## src/rtl/core/depth_grid_mesh_triangulator_unit_assert.svh

```systemverilog
// Assertion macros for the depth grid mesh triangulator.
`ifndef DEPTH_GRID_MESH_TRIANGULATOR_UNIT_ASSERT_SVH
`define DEPTH_GRID_MESH_TRIANGULATOR_UNIT_ASSERT_SVH

`ifndef NO_ASSERTIONS
// Check a property on every rising edge of clk while rstn is high.
`define DGMT_ASSERT(lbl, clk, rstn, prop) \
    lbl: assert property (@(posedge clk) disable iff (!rstn) prop) \
        else $error("depth grid mesh triangulator: assertion failed");
// Check a property on every rising edge of clk, reset included.
`define DGMT_ASSERT_ALWAYS(lbl, clk, prop) \
    lbl: assert property (@(posedge clk) prop) \
        else $error("depth grid mesh triangulator: assertion failed");
`else
`define DGMT_ASSERT(lbl, clk, rstn, prop)
`define DGMT_ASSERT_ALWAYS(lbl, clk, prop)
`endif

`endif

```

## src/rtl/core/dgmt_ram.sv

```systemverilog
// Generic simple dual-port RAM with registered, read-first output.
`default_nettype none

module dgmt_ram #(
    parameter int WIDTH = 8,
    parameter int DEPTH = 16
) (
    input  wire logic                     aclk,
    input  wire logic                     wr_en,
    input  wire logic [$clog2(DEPTH)-1:0] wr_addr,
    input  wire logic [WIDTH-1:0]         wr_data,
    input  wire logic                     rd_en,
    input  wire logic [$clog2(DEPTH)-1:0] rd_addr,
    output logic      [WIDTH-1:0]         rd_data
);

    logic [WIDTH-1:0] mem [DEPTH];

    // Same-address read and write return the old word.
    always_ff @(posedge aclk) begin
        if (wr_en) begin
            mem[wr_addr] <= wr_data;
        end
        if (rd_en) begin
            rd_data <= mem[rd_addr];
        end
    end

endmodule

`default_nettype wire
```

## config.mk

```make
export PLATFORM = sky130hd
export DESIGN_NAME = dgmt_ram
export DESIGN_NICKNAME = d
export VERILOG_FILES = /design/src/rtl/core/depth_grid_mesh_triangulator_unit_assert.svh /design/src/rtl/core/dgmt_ram.sv
export SDC_FILE = /design/constraint.sdc
export NUM_CORES = 1
export LEC_CHECK = 0
export BUFFER_PORTS_ARGS = -buffer_cell sky130_fd_sc_hd__buf_2
export CORE_UTILIZATION = 30
export DETAILED_ROUTE_END_ITERATION = 7
export SLEW_MARGIN = 20
export SYNTH_ARGS = -nofsm -noshare
export SYNTH_HDL_FRONTEND = slang
export SYNTH_SLANG_ARGS = --single-unit
export TNS_END_PERCENT = 100
```

## constraint.sdc

```tcl
create_clock -name aclk -period 2.65 [get_ports aclk]
set_input_delay 0.53 -clock aclk [delete_from_list [all_inputs] [get_ports aclk]]
set_output_delay 0.53 -clock aclk [all_outputs]
set_load 0.02 [all_outputs]
```

==> results.cfg, run 1 <==
[status]
status = complete, no violations

[synth]
synth_seq_cells = 136
yosys.area.top_type = edfxtp_1
synth_common_cells = edfxtp_1 (136), mux4_2 (18), a22oi_1 (16)
synth-compound-area-share_pct = 2.298
synthXorXnorAreaFrac_pct = 0
synthSimpleGateAreaFrac_pct = 3.135
syn_area_per_cell_um2 = 22.83
synth_fa_ha_area_share_pct = 0
synthCells = 229
syn_nets = 248
ys_async_sr_fraction_pct = 0
synth-seq-area-share_pct = 78.12
yosysTopAreaCellShare_pct = 78.12
yosysWarningCount = 0
ys_types = 18
synth_area_mm2 = 0.005228
synthMuxAreaShare_pct = 14.79
yosys_most_used_dff = edfxtp_1
synth.most_common_cell = edfxtp_1
synth.area.top_cells = edfxtp_1 (78%), mux4_2 (7.8%), mux4_1 (7.0%)
synth_edf_count = 136
synth_top_family_by_area = multiplexers

[sta]
period_share_pct = 65.30
maxSlewViolCount = 0
max_slew_margin_pct = 50.25
hold_viol = 0
finalClockSkew_ns = 0.008075
final.setup.tns_ns = 0
timing.final.crit_period_ns = 1.730
hold_slack_ns = 0.5081
setup_violations = 0
max_freq_ghz = 0.5779
worst_pin_slew_ns = 0.7447
rsz0062_at_grt = false

[pwr]
leakagePower_nw = 2.125
power.total_w = 0.005112
power-per-cell-area_mw_per_mm2 = 806.0
ir_drop_v = 0.0004342

[floorplanning]
pin_count = 27
start_util_pct = 31.08
num_rows = 47
die_w_um = 134.0
coreArea_mm2 = 0.01682
die_height_um = 134.0
dieArea_mm2 = 0.01796

[grt]
met3_usage_pct = 4.006
overflow = 0
grt_max_degree = 33
track_usage_pct = 12.85
grt_pass1_vias = 2536
use_met2_pct = 19.20
antenna_found_initial = 0
grt_use_met1_pct = 17.90
grt_pass1_wl_um = 15970
busiest_layer = met2

[drt]
routed_wl_um = 10720
vias_per_cell = 4.767
wl_per_cell_um = 20.78
postRouteAntennaNets = 0
drc = 0
first_pass_iters = 4
via_count = 2460
drtIter0Drc = 182

[placed_design]
place_congestion = 0.7502
portBuffers = 26
post-dp-hpwl_um = 7000
placed_cells = 484
placed_cell_area_mm2 = 0.005714

[critical_path]
start_kind = primary input
cp_max_fo = 32
required_ns = 2.80
worstPathArrival_ns = 1.88
end_kind = flop
path_buf_inv = 2
crit_chain = buf_2, buf_12, mux4_1, a22oi_1, nand2_1
cpLargestDelayFamily = multiplexers
worst-setup-path-type = primary input to flop
crit_path_top_delay_cell = mux4_1
r2r_setup_slack_ns = 1.13
cpPeakStageDelay_ns = 0.62

[cts]
clock-sinks = 136
clkLatencyLatePin_ns = 0.41
clockBufferDepth = 2
ctsHoldBuffers = 0
numCtsBuffers = 17
cts_root_buffer = clkbuf_16
cts_tree = built
cts.clk_slew.worst_paths_ns = 0.06
cts_setup_buffers = 0
cts-resized-gates = 0
cts.htree.levels = 4

[final_layout]
nets = 302
fillers = 1543
stdcell_count = 516
design_area_mm2 = 0.006342
diodes = 0
drive_above_1_share_pct = 32.09
synthToLayoutAreaGrowth_pct = 21.33

[worst_hold_path]
hp-class = primary input to flop

[run]
cap_violations = 0
-- routing by layer --
| layer | part of all wire (%) | wire, um | vias up |
|---|---|---|---|
| met5 | 0 | 0 | - |
| met2 | 47 | 5059 | 82 |
| met1 | 45 | 4856 | 1285 |
| met3 | 7.0 | 752 | 5 |
| li1 | - | - | 1088 |
| met4 | 0.49 | 52 | 0 |
-- stage by stage --
stage	util (%)	setup slack, ns
after floorplan	-	0.6271
after global placement	33.98	0.4620
after detailed placement	33.98	0.4840
after CTS	37.71	0.9177
after global routing	37.71	0.8684
final	37.71	0.9195
-- state kept, by name (all words and copies together) (netlist names) --
name,cells
rd_data,8
mem,128
-- final timing paths --
| path | cells past startpoint | to | start |
|---|---|---|---|
| hold / removal | 1 | rd_data[1] | rd_en |
| hold reg to reg | 3 | rd_data[1] | mem[15][1] |
| setup reg to reg | 3 | rd_data[0] | mem[1][0] |
| setup / recovery | 5 | rd_data[5] | rd_addr[0] |
-- logic make-up after synthesis --
kind of cell,count (synthesis)
mux,32
compound gates,16
simple gates,35
flops,136
buf+inv,10
-- where the power goes --
group / internal [W] / leakage, nW / total (W) / switching [W]
registers: 0.00242 / 1.24 / 0.00244 / 0.0000120
clock network: 0.00158 / 0.305 / 0.00243 / 0.000857
logic: 0.0000942 / 0.584 / 0.000241 / 0.000147
total: 0.00410 / 2.12 / 0.00511 / 0.00102
-- placed cells by master, fill, tap and decap left out, drive strengths merged --
cell type	netlist	routed
nor2b	1	1
buf	7	45
nand3	1	1
mux4	32	32
nor3	4	4
nand2	9	9
edfxtp	136	136
and2	1	1
clkbuf	0	17
nor2	13	13
and2b	1	1
clkinvlp	0	1
inv	0	1
or3b	1	1
bufinv	0	4
clkinv	0	9
a22oi	16	16
nand3b	2	2
nand2b	2	2
-- final cells by class --
cell class                 count  area [um^2]  share of cell area, %
multi-input combinational     83         1057                  16.67
timing repair buffer          45        297.8                  4.695
tap                          220        275.3                  4.340
sequential                   136         4084                  64.39
clock inverter                15        202.7                  3.196
clock buffer                  17        425.4                  6.707
No activity file was read; power rests on OpenSTA's default activity.
==> inputs of run 2 (changes only) <==
Settings changed: ABC_AREA from default to 1.
Clock period 2.65 ns to 1.6 ns, I/O delays scaled along.
==> results.cfg, run 2 <==
[synth]
synthCells = 551
synth-seq-area-share_pct = 69.85
yosys.area.top_type = edfxtp_1
yosysTopAreaCellShare_pct = 69.85
syn_nets = 570
ys_types = 11
synth_common_cells = nand2_1 (173), edfxtp_1 (136), inv_1 (100)
yosys_most_used_dff = edfxtp_1
ys_async_sr_fraction_pct = 0
synth_edf_count = 136
synth_seq_cells = 136
synth.most_common_cell = nand2_1
synth.area.top_cells = edfxtp_1 (70%), nand2_1 (11%), nand3_1 (8.3%)
yosysWarningCount = 0
synth_area_mm2 = 0.005847
syn_area_per_cell_um2 = 10.61

[grt]
track_usage_pct = 13.86
overflow = 0
antenna_found_initial = 0
grt_max_degree = 46
met3_usage_pct = 3.712
use_met2_pct = 21.18
grt_use_met1_pct = 18.89
grt_pass1_vias = 3691
busiest_layer = met2
grt_pass1_wl_um = 20130

[sta]
rsz0062_at_grt = false
max_freq_ghz = 0.7239
period_share_pct = 86.34
max_slew_margin_pct = 57.53
final.setup.tns_ns = 0
hold_viol = 0
worst_pin_slew_ns = 0.6362
timing.final.crit_period_ns = 1.381
maxSlewViolCount = 0
setup_violations = 0
finalClockSkew_ns = 0.005583

[run]
cap_violations = 0

[floorplanning]
die_height_um = 141.6
num_rows = 50
dieArea_mm2 = 0.02005
coreArea_mm2 = 0.01889
start_util_pct = 30.95
pin_count = 27
die_w_um = 141.6

[worst_hold_path]
min_from = rd_en
hp-class = primary input to flop
whs_endpoint = rd_data[2]
min_path_cells = 1

[final_layout]
final_common_cell = nand2_1
fillers = 1927
layout_common_cells = nand2_1 (173), edfxtp_1 (136), inv_1 (100), nand3_1 (97), buf_2 (26)
largest_register_ff_count = 128
synthToLayoutAreaGrowth_pct = 17.31
regArea_mm2 = 0.004084
nets = 616
diodes = 0
regMostFlops = mem
top_regs = mem x128, rd_data x8
drive_above_1_share_pct = 12.05
post-route-util_pct = 36.30
multi_input_area_mm2 = 0.001214

[critical_path]
rr_worst_depth = 6
required_ns = 1.28
crit_chain = buf_2
cpPeakStageDelay_ns = 0.44
cpLargestDelayFamily = flip-flops
worstPathArrival_ns = 1.06
path_buf_inv = 1
start_kind = flop
r2r_setup_slack_ns = 0.51
cp_max_fo = 1
regToRegStartpoint = mem[5][7]
worst-setup-path-type = flop to output pin
crit_path_top_delay_cell = edfxtp_1
end_kind = output pin
startpoint = rd_data[5]
r2r_end = rd_data[7]

[cts]
ctsHoldBuffers = 0
numCtsBuffers = 17
cts-resized-gates = 0
cts.htree.levels = 4
clkLatencyLatePin_ns = 0.42
clock-sinks = 136
cts.clk_slew.worst_paths_ns = 0.05
clockBufferDepth = 2
cts_setup_buffers = 0
cts_root_buffer = clkbuf_16
cts_tree = built

[drt]
drc = 0
postRouteAntennaNets = 0
routed_wl_um = 12680
first_pass_iters = 5
vias_per_cell = 4.371
drtIter0Drc = 298
wl_per_cell_um = 14.64
via_count = 3785

[pwr]
comb_power_share_pct = 6.3
leakagePower_nw = 2.912
seq_power_share_pct = 51.0
power.total_w = 0.007921
p_int_w = 0.006238
power-per-cell-area_mw_per_mm2 = 1155
ir_drop_v = 0.0009646
switching_share_pct = 21.26
clockPowerShare_pct = 42.6
switchingPower_w = 0.001684

[placed_design]
place_congestion = 0.7931
portBuffers = 26
post-dp-hpwl_um = 8172

[status]
status = complete, no violations
## run 2: cell types whose count changed in the layout (fill, tap and decap cells not counted), sizes merged, moves of 4 or more
cell and delta:
a22oi -16, inv +101, nor3 -4, nor2 +4, buf +6, mux4 -32
clkinv -4, nand3 +96, nand2 +164, clkbuf +4
## run 2: worst max path at each step
stage | to | cells after the start
2_1_floorplan | mem[10][0] | 2
3_3_place_gp | rd_data[2] | 6
3_5_place_dp | rd_data[4] | 6
4_1_cts | rd_data[5] | 1
5_1_grt | rd_data[5] | 1
6_report | rd_data[5] | 1
## run 2: power by group through the flow
stage               sequential (W)  combinational, W  clock [W]
CTS                        0.00404          0.000508    0.00343
detailed placement         0.00411          0.000506          0
global placement           0.00411          0.000500          0
finish                     0.00404          0.000500    0.00338
floorplan                  0.00413          0.000281          0
global route               0.00405          0.000561    0.00356
## run 2: cells by family (layout without fill, tap and decap cells)
family | after synthesis | in the layout | synth area share, %
buffers and inverters | 126 | 181 | 9.394
and+or+nand+nor | 289 | 289 | 20.76
DFF | 136 | 136 | 69.85
## run 2: through the flow
step / worst slack, ns / hold slack, ns / cell area, um^2 / cells
floorplan: 0.3292 / 0.4189 / 5847 / 551
global placement: 0.06573 / 0.7014 / 6361 / 838
detailed placement: 0.06141 / 0.7076 / 6361 / 838
CTS: 0.2000 / 0.2605 / 6859 / 866
global route: 0.1917 / 0.2722 / 6859 / 866
finish: 0.2185 / 0.2857 / 6859 / 866
## run 2: cell type report
type	count	share of cell area, %
repair buffers	51	5.181
well taps	260	4.743
inverters	102	5.582
flip-flops and latches	136	59.54
clock inverters	7	0.8391
clock buffers	21	6.421
multi-input cells	289	17.69
## run 2: layer usage
metal / part of all wire [%] / routed length (um)
met1: 48 / 6140
met3: 4.5 / 576
met4: 1.2 / 154
met2: 46 / 5809
met5: 0 / 0
==> inputs of run 3 (changes only) <==
Settings changed: ABC_AREA 1 to default, CTS_BUF_LIST from default to sky130_fd_sc_hd__clkbuf_16.
==> results.cfg, run 3 (synthesis gave the netlist of run 1 again) <==
[drt]
routed_wl_um = 10700
vias_per_cell = 4.777
drtIter0Drc = 231
via_count = 2508
first_pass_iters = 5
wl_per_cell_um = 20.39
drc = 0
postRouteAntennaNets = 0

[cts]
cts-resized-gates = 0
cts_setup_buffers = 0
cts.htree.levels = 4
ctsHoldBuffers = 0
cts.clk_slew.worst_paths_ns = 0.06
cts_tree = built
clockBufferDepth = 2
clock-sinks = 136
clkLatencyLatePin_ns = 0.41
numCtsBuffers = 17
cts_root_buffer = clkbuf_16

[final_layout]
top_regs = mem x128, rd_data x8
regMostFlops = mem
post-route-util_pct = 38.44
largest_register_ff_count = 128
layout_common_cells = edfxtp_1 (136), buf_2 (26), buf_4 (23), mux4_2 (18), clkbuf_16 (17)
stdcell_count = 525
design_area_mm2 = 0.006465
final_common_cell = edfxtp_1
synthToLayoutAreaGrowth_pct = 23.67
nets = 310
drive_above_1_share_pct = 33.55

[critical_path]
start_kind = flop
cp_max_fo = 1
required_ns = 1.74
end_kind = flop
worst-setup-path-type = flop to flop
worstPathArrival_ns = 1.69

[floorplanning]
dieArea_mm2 = 0.01796
die_w_um = 134.0
coreArea_mm2 = 0.01682
die_height_um = 134.0
pin_count = 27
start_util_pct = 31.08
num_rows = 47

[pwr]
power-per-cell-area_mw_per_mm2 = 1354
ir_drop_v = 0.0008644
leakagePower_nw = 2.182

[placed_design]
post-dp-hpwl_um = 6845
place_congestion = 0.6614
placed_cells = 492
portBuffers = 26
placed_cell_area_mm2 = 0.005804

[worst_hold_path]
hp-class = primary input to flop

[sta]
timing.final.crit_period_ns = 1.545
hold_viol = 0
max_freq_ghz = 0.6472
final.setup.tns_ns = 0
finalClockSkew_ns = 0.007217
maxSlewViolCount = 0
worst_pin_slew_ns = 0.7718
period_share_pct = 96.56
setup_violations = 0
rsz0062_at_grt = false
max_slew_margin_pct = 48.35

[run]
cap_violations = 0

[grt]
overflow = 0
grt_max_degree = 20
grt_pass1_wl_um = 16550
grt_pass1_vias = 2661
antenna_found_initial = 1
track_usage_pct = 13.22

[status]
status = complete, no violations
-- run 3: cell count changes in the layout (fill, tap and decap cells not counted), moves of 2 or more --
cell,previous run,this run
clkinvlp_4,1,3
bufinv_16,1,6
clkinv_1,4,2
nor3_1,0,3
mux4_2,0,18
nor2_1,17,13
nand2b_1,0,2
mux4_1,0,14
inv_1,100,1
inv_2,2,0
nand2_1,173,9
clkbuf_1,4,0
a22oi_1,0,16
nand3_1,97,1
-- run 3: area by class of cell --
class / count / area [um^2]
Antenna cell: 1 / 2.502
Fill cell: 1536 / 10350
Multi-Input combinational cell: 83 / 1062
Timing Repair Buffer: 53 / 382.9
Sequential cell: 136 / 4084
Clock inverter: 15 / 232.7
Tap cell: 220 / 275.3
Clock buffer: 17 / 425.4
-- run 3: report_power, final --
group,internal (W),switching (W),leakage (nW)
sequential,0.00402,0.0000217,1.24
clock,0.00290,0.00140,0.315
combinational,0.000177,0.000239,0.631
total,0.00709,0.00166,2.18
-- run 3: per-layer routing --
layer / share of wire, % / GRT usage (%) / wire length, um
met1: 45 / 17.72 / 4818
met2: 49 / 20.64 / 5192
met3: 5.5 / 4.271 / 588
met4: 0.97 / 3.598 / 104
met5: 0 / 0 / 0
-- run 3: worst paths after layout --
check             from    endpoint  slack (ns)  cells past startpoint
max          mem[2][5]  rd_data[5]        0.05                      3
min              rd_en  rd_data[6]        0.29                      1
max reg2reg  mem[2][5]  rd_data[5]        0.05                      3
min reg2reg  mem[7][1]  rd_data[1]        0.76                      3
-- run 3: metrics by stage --
step	setup WS (ns)	total power [W]	hold WS, ns
floorplan	0.004036	0.004331	0.4189
global placement	-0.3213	0.004526	0.6988
detailed placement	-0.3265	0.004537	0.7121
CTS	0.04092	0.008826	0.2743
global route	0.0007601	0.009013	0.2791
finish	0.05496	0.008755	0.2854
-- run 3: worst max-delay path: stages, from the launching register on --
cell	delay [ns]
edfxtp_1	0.36
mux4_1	0.51
a22oi_1	0.27
nand2_1	0.14
